==> src/rtl/slbbc_pkg.sv <==
// ----------------------------------------------------------------------------
// Status LED sequencer package
// Command codes, timing constants and the colour sequence table shared by
// the status LED sequencer.
// ----------------------------------------------------------------------------
`default_nettype none

package slbbc_pkg;

  // Command codes carried on the func field
  typedef enum logic [2:0] {
    FUNC_TICK      = 3'd0,
    FUNC_BLINK     = 3'd1,
    FUNC_SEQUENCE  = 3'd2,
    FUNC_STOP      = 3'd3,
    FUNC_COLOUR    = 3'd4,
    FUNC_LOW_BATT  = 3'd5,
    FUNC_READY     = 3'd6,
    FUNC_NOP       = 3'd7
  } func_t;

  typedef logic [23:0] colour_t;

  // Pattern timing (milliseconds)
  localparam int unsigned BREATH_PERIOD_MS = 2000;
  localparam int unsigned BREATH_HALF_MS   = BREATH_PERIOD_MS / 2;
  localparam int unsigned BREATH_FRAME_MS  = 30;
  localparam int unsigned BREATH_SPAN      = 247;
  localparam int unsigned BREATH_FLOOR     = 8;
  localparam int unsigned IDLE_CLEAR_MS    = 1000;
  localparam int unsigned SEQ_PERIOD_MS    = 50;
  localparam int unsigned SEQ_COUNT        = 6;
  localparam int unsigned FORCE_FRAMES     = 8;
  localparam int unsigned AFTER_CLEARS     = 30;

  // Reciprocal of the half period at 2^-28 scale, pre-multiplied by the span:
  // (tri * BREATH_MULT) >> 28 equals span * tri / half exactly for tri <= half
  localparam int unsigned BREATH_SHIFT = 28;
  localparam int unsigned BREATH_RECIP = ((1 << BREATH_SHIFT) + BREATH_HALF_MS - 1)
                                         / BREATH_HALF_MS;
  localparam longint unsigned BREATH_MULT = longint'(BREATH_SPAN) * BREATH_RECIP;

  localparam colour_t RESET_COLOUR = 24'hFF0000;
  localparam colour_t READY_COLOUR = 24'h00FF00;

  // Colour of one step of the colour sequence
  function automatic colour_t seq_colour(input logic [2:0] idx);
    colour_t c;
    unique case (idx)
      3'd0, 3'd1: c = 24'hFF0000;
      3'd2, 3'd3: c = 24'hFFB400;
      3'd4, 3'd5: c = 24'h00FF00;
      default:    c = 24'h000000;
    endcase
    return c;
  endfunction

endpackage

`default_nettype wire

==> src/rtl/status_led_blink_breathe_controller_top.sv <==
// ----------------------------------------------------------------------------
// Status LED sequencer
// Blink, colour sequence, idle clear and low-battery breathing for a strip
// lit in one colour, driven by millisecond ticks and command words.
// ----------------------------------------------------------------------------
// Every input word (a tick or a command) yields exactly one result word: the
// colour for the whole strip, a refresh frame count and the mode flags after
// the word. A word is taken combinationally and its result is registered, so the
// block accepts one word per clock; the result register stalls input only
// while a result waits and out_ready is low. The breathing phase is kept as a
// running counter modulo the 2 s period, so no divider sits in the tick path.
`default_nettype none

module status_led_blink_breathe_controller_top (
  input  wire logic        clk,
  input  wire logic        rst_n,
  // input channel
  input  wire logic        in_valid,
  output logic             in_ready,
  input  wire logic [2:0]  in_func,
  input  wire logic [7:0]  in_red,
  input  wire logic [7:0]  in_green,
  input  wire logic [7:0]  in_blue,
  input  wire logic [15:0] in_duration_ms,
  input  wire logic [7:0]  in_blink_total,
  input  wire logic        in_active,
  // result channel
  output logic             out_valid,
  input  wire logic        out_ready,
  output logic             out_show,
  output logic [7:0]       out_red,
  output logic [7:0]       out_green,
  output logic [7:0]       out_blue,
  output logic [3:0]       out_refresh_count,
  output logic             out_blinking,
  output logic             out_low_battery,
  output logic [4:0]       out_pending_clears
);

  import slbbc_pkg::*;

  localparam logic [31:0] BREATH_DUE_M1 = 32'(BREATH_FRAME_MS - 1);
  localparam logic [31:0] IDLE_DUE_M1   = 32'(IDLE_CLEAR_MS - 1);
  localparam logic [10:0] PHASE_LAST    = 11'(BREATH_PERIOD_MS - 1);
  localparam logic [10:0] PHASE_HALF    = 11'(BREATH_HALF_MS);
  localparam logic [10:0] PHASE_FULL    = 11'(BREATH_PERIOD_MS);
  localparam logic [2:0]  SEQ_LAST      = 3'(SEQ_COUNT - 1);

  // Sequencer state
  logic [31:0] now_r, now_nxt;
  logic [31:0] last_blink_r, last_blink_nxt;
  logic [31:0] last_breath_r, last_breath_nxt;
  logic [31:0] breath_age_r, breath_age_nxt;
  logic [10:0] breath_phase_r, breath_phase_nxt;
  logic [31:0] last_idle_r, last_idle_nxt;
  logic        phase_on_r, phase_on_nxt;
  logic [7:0]  blink_done_r, blink_done_nxt;
  logic [2:0]  seq_idx_r, seq_idx_nxt;
  logic        blinking_r, blinking_nxt;
  colour_t     blink_colour_r, blink_colour_nxt;
  logic [15:0] blink_period_r, blink_period_nxt;
  logic [7:0]  blink_limit_r, blink_limit_nxt;
  logic        seq_mode_r, seq_mode_nxt;
  logic [4:0]  clears_r, clears_nxt;
  logic        ready_flag_r, ready_flag_nxt;
  logic        batt_low_r, batt_low_nxt;

  // Result register
  logic        out_valid_r;
  logic        show_r, show_nxt;
  colour_t     colour_r, colour_nxt;
  logic [3:0]  count_r, count_nxt;

  logic        accept;
  func_t       func;
  colour_t     in_colour;
  logic        cmd_ok;

  logic [31:0] now_inc;
  logic [31:0] breath_age_inc;
  logic [31:0] d_breath, d_idle, d_blink;
  logic [15:0] period_m1;
  logic        breath_due, idle_due, blink_due;
  logic [10:0] tri_val;
  logic [35:0] level_prod;
  logic [7:0]  level;
  logic [7:0]  done_inc;

  assign in_ready  = !out_valid_r || out_ready;
  assign accept    = in_valid && in_ready;
  assign func      = func_t'(in_func);
  assign in_colour = {in_red, in_green, in_blue};
  assign cmd_ok    = ready_flag_r && !batt_low_r;

  // Elapsed-time tests against the advanced clock: (now+1 - t) >= K
  assign now_inc    = now_r + 32'd1;
  assign d_breath   = now_r - last_breath_r;
  assign d_idle     = now_r - last_idle_r;
  assign d_blink    = now_r - last_blink_r;
  assign period_m1  = blink_period_r - 16'd1;
  assign breath_due = (d_breath >= BREATH_DUE_M1) && (d_breath != '1);
  assign idle_due   = (d_idle >= IDLE_DUE_M1) && (d_idle != '1);
  assign blink_due  = (blink_period_r == '0) ||
                      ((d_blink >= {16'd0, period_m1}) && (d_blink != '1));

  // Breathing phase: time since breathing start, modulo the period
  assign breath_age_inc = breath_age_r + 32'd1;
  always_comb begin
    if (breath_age_inc == '0) begin
      breath_phase_nxt = '0;
    end else if (breath_phase_r == PHASE_LAST) begin
      breath_phase_nxt = '0;
    end else begin
      breath_phase_nxt = breath_phase_r + 11'd1;
    end
  end

  // Triangle wave scaled to the red level
  assign tri_val    = (breath_phase_nxt <= PHASE_HALF) ? breath_phase_nxt
                                                       : PHASE_FULL - breath_phase_nxt;
  assign level_prod = 36'(tri_val[9:0]) * 36'(BREATH_MULT);
  assign level      = level_prod[BREATH_SHIFT +: 8] + 8'(BREATH_FLOOR);

  assign done_inc = (blink_done_r == 8'hFF) ? blink_done_r : blink_done_r + 8'd1;

  // Next state and result for the word at the input
  always_comb begin
    now_nxt          = now_r;
    last_blink_nxt   = last_blink_r;
    last_breath_nxt  = last_breath_r;
    breath_age_nxt   = breath_age_r;
    last_idle_nxt    = last_idle_r;
    phase_on_nxt     = phase_on_r;
    blink_done_nxt   = blink_done_r;
    seq_idx_nxt      = seq_idx_r;
    blinking_nxt     = blinking_r;
    blink_colour_nxt = blink_colour_r;
    blink_period_nxt = blink_period_r;
    blink_limit_nxt  = blink_limit_r;
    seq_mode_nxt     = seq_mode_r;
    clears_nxt       = clears_r;
    ready_flag_nxt   = ready_flag_r;
    batt_low_nxt     = batt_low_r;
    show_nxt         = 1'b0;
    colour_nxt       = '0;
    count_nxt        = '0;

    unique case (func)
      FUNC_TICK: begin
        now_nxt        = now_inc;
        breath_age_nxt = breath_age_inc;
        if (batt_low_r) begin
          // breathing frame every 30 ms
          if (breath_due) begin
            last_breath_nxt = now_inc;
            show_nxt        = 1'b1;
            colour_nxt      = {level, 16'h0000};
            count_nxt       = 4'd1;
          end
        end else if (!blinking_r) begin
          // drain pending clears, then idle clear once a second
          if (clears_r != '0) begin
            clears_nxt    = clears_r - 5'd1;
            last_idle_nxt = now_inc;
            show_nxt      = 1'b1;
            count_nxt     = 4'd1;
          end else if (idle_due) begin
            last_idle_nxt = now_inc;
            show_nxt      = 1'b1;
            count_nxt     = 4'd1;
          end
        end else if (blink_due) begin
          last_blink_nxt = now_inc;
          show_nxt       = 1'b1;
          count_nxt      = 4'd1;
          if (!phase_on_r) begin
            colour_nxt   = seq_mode_r ? seq_colour(seq_idx_r) : blink_colour_r;
            phase_on_nxt = 1'b1;
          end else begin
            phase_on_nxt = 1'b0;
            if (done_inc >= blink_limit_r) begin
              // blink end: forced black frames, then pending clears
              blinking_nxt   = 1'b0;
              blink_done_nxt = '0;
              seq_idx_nxt    = '0;
              clears_nxt     = 5'(AFTER_CLEARS);
              last_idle_nxt  = '0;
              count_nxt      = 4'(1 + FORCE_FRAMES);
            end else begin
              blink_done_nxt = done_inc;
              seq_idx_nxt    = (seq_idx_r == SEQ_LAST) ? 3'd0 : seq_idx_r + 3'd1;
            end
          end
        end
      end
      FUNC_BLINK, FUNC_SEQUENCE: begin
        if (cmd_ok) begin
          if (func == FUNC_BLINK) begin
            blink_colour_nxt = in_colour;
            blink_period_nxt = in_duration_ms;
            blink_limit_nxt  = in_blink_total;
            seq_mode_nxt     = 1'b0;
          end else begin
            blink_period_nxt = 16'(SEQ_PERIOD_MS);
            blink_limit_nxt  = 8'(SEQ_COUNT);
            seq_mode_nxt     = 1'b1;
          end
          blink_done_nxt = '0;
          seq_idx_nxt    = '0;
          phase_on_nxt   = 1'b0;
          clears_nxt     = '0;
          last_idle_nxt  = '0;
          blinking_nxt   = 1'b1;
          last_blink_nxt = now_r;
        end
      end
      FUNC_STOP: begin
        blinking_nxt   = 1'b0;
        blink_done_nxt = '0;
        seq_idx_nxt    = '0;
        phase_on_nxt   = 1'b0;
        clears_nxt     = '0;
        last_idle_nxt  = '0;
        show_nxt       = 1'b1;
        count_nxt      = 4'(FORCE_FRAMES);
      end
      FUNC_COLOUR: begin
        if (cmd_ok) begin
          show_nxt   = 1'b1;
          colour_nxt = in_colour;
          count_nxt  = 4'd1;
        end
      end
      FUNC_LOW_BATT: begin
        if (batt_low_r != in_active) begin
          batt_low_nxt    = in_active;
          blinking_nxt    = 1'b0;
          blink_done_nxt  = '0;
          seq_idx_nxt     = '0;
          phase_on_nxt    = 1'b0;
          last_breath_nxt = '0;
          breath_age_nxt  = '0;
          clears_nxt      = '0;
          last_idle_nxt   = '0;
          show_nxt        = 1'b1;
          count_nxt       = 4'(FORCE_FRAMES);
        end
      end
      FUNC_READY: begin
        if (!ready_flag_r) begin
          ready_flag_nxt = 1'b1;
          if (!batt_low_r) begin
            blink_colour_nxt = READY_COLOUR;
            blink_period_nxt = 16'(SEQ_PERIOD_MS);
            blink_limit_nxt  = 8'(SEQ_COUNT);
            seq_mode_nxt     = 1'b0;
            blink_done_nxt   = '0;
            seq_idx_nxt      = '0;
            phase_on_nxt     = 1'b0;
            clears_nxt       = '0;
            last_idle_nxt    = '0;
            blinking_nxt     = 1'b1;
            last_blink_nxt   = now_r;
          end
        end
      end
      default: begin
        // no operation
      end
    endcase
  end

  // Keep the phase counter in step with the breathing age
  logic [10:0] phase_sel;
  always_comb begin
    if (func == FUNC_TICK) begin
      phase_sel = breath_phase_nxt;
    end else if (func == FUNC_LOW_BATT && batt_low_r != in_active) begin
      phase_sel = '0;
    end else begin
      phase_sel = breath_phase_r;
    end
  end

  // Advance state on an accepted word
  always_ff @(posedge clk) begin
    if (!rst_n) begin
      now_r          <= '0;
      last_blink_r   <= '0;
      last_breath_r  <= '0;
      breath_age_r   <= '0;
      breath_phase_r <= '0;
      last_idle_r    <= '0;
      phase_on_r     <= 1'b0;
      blink_done_r   <= '0;
      seq_idx_r      <= '0;
      blinking_r     <= 1'b0;
      blink_colour_r <= RESET_COLOUR;
      blink_period_r <= 16'd200;
      blink_limit_r  <= 8'd3;
      seq_mode_r     <= 1'b0;
      clears_r       <= '0;
      ready_flag_r   <= 1'b0;
      batt_low_r     <= 1'b0;
    end else if (accept) begin
      now_r          <= now_nxt;
      last_blink_r   <= last_blink_nxt;
      last_breath_r  <= last_breath_nxt;
      breath_age_r   <= breath_age_nxt;
      breath_phase_r <= phase_sel;
      last_idle_r    <= last_idle_nxt;
      phase_on_r     <= phase_on_nxt;
      blink_done_r   <= blink_done_nxt;
      seq_idx_r      <= seq_idx_nxt;
      blinking_r     <= blinking_nxt;
      blink_colour_r <= blink_colour_nxt;
      blink_period_r <= blink_period_nxt;
      blink_limit_r  <= blink_limit_nxt;
      seq_mode_r     <= seq_mode_nxt;
      clears_r       <= clears_nxt;
      ready_flag_r   <= ready_flag_nxt;
      batt_low_r     <= batt_low_nxt;
    end
  end

  // Result word valid: set on accept, drop when taken
  always_ff @(posedge clk) begin
    if (!rst_n) begin
      out_valid_r <= 1'b0;
    end else if (accept) begin
      out_valid_r <= 1'b1;
    end else if (out_ready) begin
      out_valid_r <= 1'b0;
    end
  end

  // Hold the result payload until the next accepted word
  logic        res_blinking_r;
  logic        res_batt_r;
  logic [4:0]  res_clears_r;
  always_ff @(posedge clk) begin
    if (accept) begin
      show_r         <= show_nxt;
      colour_r       <= colour_nxt;
      count_r        <= count_nxt;
      res_blinking_r <= blinking_nxt;
      res_batt_r     <= batt_low_nxt;
      res_clears_r   <= clears_nxt;
    end
  end

  assign out_valid          = out_valid_r;
  assign out_show           = show_r;
  assign out_red            = colour_r[23:16];
  assign out_green          = colour_r[15:8];
  assign out_blue           = colour_r[7:0];
  assign out_refresh_count  = count_r;
  assign out_blinking       = res_blinking_r;
  assign out_low_battery    = res_batt_r;
  assign out_pending_clears = res_clears_r;

endmodule

`default_nettype wire

==> config.mk <==
export PLATFORM = sky130hd
export DESIGN_NAME = status_led_blink_breathe_controller_top
export DESIGN_NICKNAME = d
export VERILOG_FILES = /design/src/rtl/slbbc_pkg.sv /design/src/rtl/status_led_blink_breathe_controller_top.sv
export SDC_FILE = /design/constraint.sdc
export NUM_CORES = 1
export LEC_CHECK = 0
export BUFFER_PORTS_ARGS = -buffer_cell sky130_fd_sc_hd__buf_4
export CORE_AREA = 2 2 185 323
export DETAILED_ROUTE_END_ITERATION = 12
export DIE_AREA = 0 0 187 325
export PLACE_DENSITY = 0.68
export SETUP_SLACK_MARGIN = 0.2
export SKIP_LAST_GASP = 1
export SLEW_MARGIN = 20
export SYNTH_ARGS = -nofsm -noshare
export SYNTH_HDL_FRONTEND = slang
export SYNTH_SLANG_ARGS = --single-unit
==> constraint.sdc <==
create_clock -name clk -period 12.34 [get_ports clk]
set_input_delay 0.617 -clock clk [delete_from_list [all_inputs] [get_ports clk]]
set_output_delay 0.617 -clock clk [all_outputs]
set_load 0.1 [all_outputs]
# Word level (Yosys, flattened, before mapping)
# Index checks and enable logic that the tools add are counted.
[word_totals]
in_bits = 56
ff_bits = 277
out_inout_bits = 38
[op_classes]
n_mux = 131
n_reduce_logical = 36
eq_ne = 32
n_addsub = 12
multipliers = 1
order_cmp = 5
[op_table]
columns = ["operator", "n"]
rows = [
  ["32-bit 2-to-1 mux", 19],
  ["24-bit 2-to-1 mux", 11],
  ["32-bit case mux with 5 select lines", 1],
  ["32-bit case mux with 2 select lines", 2],
  ["8-bit 2-to-1 mux", 14],
  ["32-bit inequality test, second input constant", 3],
  ["24-bit case mux with 2 select lines", 2],
  ["32-bit case mux with 3 select lines", 1],
  ["32-bit subtractor", 3],
  ["24-bit case mux with 3 select lines", 1],
  ["32-bit by 1-bit adder with 32-bit output, second input constant", 2],
  ["16-bit 2-to-1 mux", 4],
  ["5-bit 2-to-1 mux", 10],
  ["11-bit 2-to-1 mux", 4],
  ["8-bit case mux with 5 select lines", 1],
  ["1-bit 2-to-1 mux", 35],
  ["10-bit by 24-bit multiplier with 34-bit output, second input constant", 1],
  ["32-bit by 10-bit greater-or-equal comparator with 1-bit output, second input constant", 1],
  ["32-bit by 16-bit greater-or-equal comparator with 1-bit output", 1],
  ["32-bit by 5-bit greater-or-equal comparator with 1-bit output, second input constant", 1],
  ["32-bit zero test", 1],
  ["16-bit case mux with 2 select lines", 1],
  ["3-bit 2-to-1 mux", 10],
  ["5-bit case mux with 5 select lines", 1],
  ["other kinds (43)", 87],
]

# Longest topological paths before layout
[logic_depth]
word_depth = 10
depth_mapped = 43
ltp_nobuf = 41

# Worst setup path before layout
# Ideal clock, no wire load.
[synth_timing]
path_type = "reg-to-reg"
from = "reg breath_age_r[1]"
to = "reg colour_r[23] (data pin)"
arrival_ns = 10.095
stages_incl_launch_ff = 37
slack_ns = 1.974
period_less_slack_ns = 10.366
n_path_buf = 0
setup_ns = 0.271
path_cell_list = "dfxtp_1 ha_1 nand3_1 or4_1 or4_1 a21boi_0 a41oi_1 nand2b_1 ha_1 nand4b_1 a21o_1 and3_1 nor3_1 fa_1 fa_1 fa_1 inv_1 fa_1 inv_1 fa_1 inv_1 ha_1 nand4_1 nor2_1 a211o_1 a211oi_1 o211ai_1 a31oi_1 o21ai_0 nor2_1 ha_1 nand2_1 nor4_1 a211oi_1 xnor2_1 xnor2_1 o221ai_1"
[synth_via]
elab_chain_cells = 10
elab_cells_between_ends = 11
cone_classes = "add/sub: 3; mul: 1; order compare: 1; mux: 5; reduce/logical: 1"
[synth_lines]
columns = ["item", "line", "text"]
rows = [
  ["from (decl)", "status_led_blink_breathe_controller_top.sv:53", "logic [31:0] breath_age_r, breath_age_nxt;"],
  ["from (signal assigned)", "status_led_blink_breathe_controller_top.sv:309", "breath_age_r <= breath_age_nxt;"],
  ["32-bit by 1-bit adder with 32-bit output *", "status_led_blink_breathe_controller_top.sv:107", "assign breath_age_inc = breath_age_r + 32'd1;"],
  ["32-bit zero test *", "status_led_blink_breathe_controller_top.sv:109", "if (breath_age_inc == '0) begin"],
  ["11-bit 2-to-1 mux *", "status_led_blink_breathe_controller_top.sv:109", ""],
  ["10-bit subtractor or 11-bit by 10-bit <= comparator with 1-bit output (tied branches)", "status_led_blink_breathe_controller_top.sv:120, status_led_blink_breathe_controller_top.sv:119", ""],
  ["10-bit 2-to-1 mux *", "status_led_blink_breathe_controller_top.sv:119", "assign tri_val = (breath_phase_nxt <= PHASE_HALF) ? breath_phase_nxt"],
  ["10-bit by 24-bit multiplier with 34-bit output *", "status_led_blink_breathe_controller_top.sv:121", "assign level_prod = 36'(tri_val[9:0]) * 36'(BREATH_MULT);"],
  ["8-bit by 4-bit adder with 8-bit output *", "status_led_blink_breathe_controller_top.sv:122", "assign level = level_prod[BREATH_SHIFT +: 8] + 8'(BREATH_FLOOR);"],
  ["24-bit 2-to-1 mux *", "status_led_blink_breathe_controller_top.sv:154", "if (breath_due) begin"],
  ["24-bit 2-to-1 mux *", "status_led_blink_breathe_controller_top.sv:152", "if (batt_low_r) begin"],
  ["24-bit case mux with 2 select lines *", "status_led_blink_breathe_controller_top.sv:148", "unique case (func)"],
  ["named net colour_nxt[23]", "status_led_blink_breathe_controller_top.sv:71", "colour_t colour_r, colour_nxt;"],
  ["to (signal assigned)", "status_led_blink_breathe_controller_top.sv:344", "colour_r <= colour_nxt;"],
  ["to (decl)", "status_led_blink_breathe_controller_top.sv:71", ""],
]
# Mark *: on every way through the listed nets, which the timed path passes. The rest lies on a longest branch.
# A chain may end at the register's enable or synchronous reset.

# Final worst setup path
[layout_timing]
from = "reg breath_age_r[0]"
to = "reg colour_r[23] (data pin)"
# The elaborated chain is that of the path after synthesis.

==> impl_metrics.toml <==
[finish]
final_nets = 3577
fin_util = 0.486
syn2layout_area_growth_pct = 8.71
design_area_mm2 = 0.0282
drive_above_1_share = 0.0734
stdcell_count = 4017
fill_cells = 5793

[worst_setup_path]
path_depth = 38
cp.arrival_ps = 11510
worst_r2r_endpoint = "colour_r[23]"
endpoint = "colour_r[23]"
cp_common_cell = "ha_1"
critPathTopFamily = "adder cells"
worstPathRequired_ps = 12670
r2r_start = "breath_age_r[0]"
path_max_fanout = 10
start_kind = "flop"
crit_start = "breath_age_r[0]"
reg2reg_depth = 38
endpoint_kind = "flop"
cp_slowest_cell = "nor4_2"
r2r_slack_ps = 1160
critPathMaxStageDelay_ps = 730
crit_buf_inv = 4
crit_type = "flop to flop"

[timing]
clock_skew_ps = 17.0
rsz0062_at_grt = "no"
finalHoldViolations = 0
finalSetupViolations = 0
holdWs_ps = 223
finalMaxSlewViolations = 0
fin_crit_sh = 0.906
layout_min_cycle_time_ps = 11180
fmax_ghz = 0.0895
finalSetupTns_ps = 0
max-slew-margin-rel = 0.250
worstMarginPinSlew_ps = 1130

[detailed_routing]
drt_first_pass_iters = 5
num_vias = 23800
postRouteAntennaNets = 0
wl_per_cell_um = 20.1
route.detailed.drc = 0
drt_iter0_drc = 1298
via_per_inst = 5.93
wirelength_mm = 80.6

[floorplanning]
die_w_um = 187
start_util = 0.447
rows = 117
coreArea_mm2 = 0.0581
dieArea_mm2 = 0.0608
die_y_um = 325
pin_count = 94

[synthesis]
yosys.area.top_type = "dfxtp_1"
synth_most_common_cell = "nand2_1"
ys_top_cells_by_count = "nand2_1, inv_1, dfxtp_1, ha_1, nor2_1"
ys_seq_area_frac = 0.225
yosys_most_used_dff = "dfxtp_1"
yosysWarnings = 0
synth_edf_count = 34
syn_inst = 3241
netlist_area_mm2 = 0.0260
synth_top_area_frac = 0.186
synthArstFlopShare = 0
synth-seq-cells = 275
yosysUniqueCellTypes = 95
synth_area_leaders = "dfxtp_1, ha_1, fa_1, nand2_1, inv_1"
syn_area_per_cell_um2 = 8.01

[clock_tree]
cts.sinks = 275
path_clk_slew_ps = 70
post-cts-setup-buffer-count = 0
cts_buffer_depth = 3
clockRootBuffer = "clkbuf_16"
clk_latency_ps = 600
holdBufCountCts = 0
cts_resized = 0
htree_levels = 1
cts_buffers = 28
cts_tree = "yes"

[grt]
grt_pass1_vias = 23900
grt_pass1_wl_mm = 128
grt_max_degree = 147
antenna_found_initial = 1
grt_util_all_layers = 0.261
overflow = 0

[power_and_ir_drop]
p_leak_nw = 12.0
ir_drop_mv = 0.113
p_per_area_mw_per_mm2 = 79.9

[place]
gp_congestion = 0.977
placed_area_mm2 = 0.0272
place_hpwl_mm = 62.3
port-buffer-count = 91
dp_cells = 3964

[status]
status = "complete, no violations"

[hold_path]
hp-class = "primary input to flop"

[flow_run]
maxCapViolations = 0
worst register-to-register path: cells and delay by family, from the launching register on:
kind                     cells  cell delay (ps)
adder cells (fa/ha/maj)      9             3720
AO/OA/AOI/OAI               11             2430
XOR/XNOR                     3              510
buffers and inverters        4              290
flip-flops                   1              470
AND/OR/NAND/NOR             11             3510
worst min-delay path by stage:
stage / depth (start not counted) / start / end
2_1_floorplan: 2 / blink_limit_r[2] / blink_limit_r[2]
3_3_place_gp: 2 / last_blink_r[15] / last_blink_r[15]
3_5_place_dp: 2 / last_blink_r[5] / last_blink_r[5]
4_1_cts: 3 / in_duration_ms[3] / blink_period_r[3]
5_1_grt: 3 / in_duration_ms[3] / blink_period_r[3]
6_report: 3 / in_duration_ms[3] / blink_period_r[3]
through the flow:
| stage | power, mW | setup WS, ps |
|---|---|---|
| 5_1_grt | 2.33 | 257 |
| 4_1_cts | 2.27 | 1190 |
| 2_1_floorplan | 1.21 | 1970 |
| 3_5_place_dp | 1.32 | 1240 |
| 3_3_place_gp | 1.32 | 1450 |
| 6_report | 2.26 | 1160 |
logic make-up after synthesis:
family | synth area share
and+or+nand+nor | 0.221
AOI/OAI and AO/OA | 0.212
buffers and inverters | 0.0705
adders and majority gates | 0.169
DFF | 0.225
xor gates and xnor gates | 0.0680
muxes | 0.0332
other | 0.000144
metal layers:
layer  track usage  routed length [um]  share of wire  vias to the layer above
met5             0                  15        0.00019                        -
li1              -                   -              -                    11500
met4         0.170                5790          0.072                        2
met2         0.517               43800           0.54                      581
met1         0.254               28600           0.36                    11500
met3        0.0232                2380          0.029                      248
registers in the layout, indices dropped and copies added (netlist names), 8 cells and up:
name / cells
breath_age_r: 32
blink_colour_r: 24
blink_period_r: 16
last_idle_r: 32
colour_r: 24
blink_limit_r: 8
last_breath_r: 32
blink_done_r: 8
breath_phase_r: 11
last_blink_r: 32
now_r: 32
report_power, final:
group,total [mW],switching [mW],internal (mW)
Sequential,0.930,0.0110,0.919
Combinational,0.377,0.258,0.119
Clock,0.949,0.421,0.527
Total,2.26,0.690,1.56
cell usage in the layout, fill, tap and decap left out, types with 86 or more instances in the layout:
cell type  instances
a21oi_1          144
buf_4            120
dfxtp_1          241
fa_1              86
ha_1             214
inv_1            295
nand2_1          303
nand3_1          142
nor2_1           177
nor2b_1           95
o21ai_0          157
xnor2_1          124
area by class of cell:
class / instances / area, um^2 / area share
tap: 773 / 967 / 0.0343
clock inverter: 21 / 263 / 0.00931
inverter: 297 / 1110 / 0.0395
sequential: 275 / 5850 / 0.207
clock buffer: 31 / 743 / 0.0263
antenna: 1 / 2.50 / 0.0000887
multi-input combinational: 2498 / 18400 / 0.651
timing repair buffer: 121 / 915 / 0.0324
(Power assumes the default switching activity.)
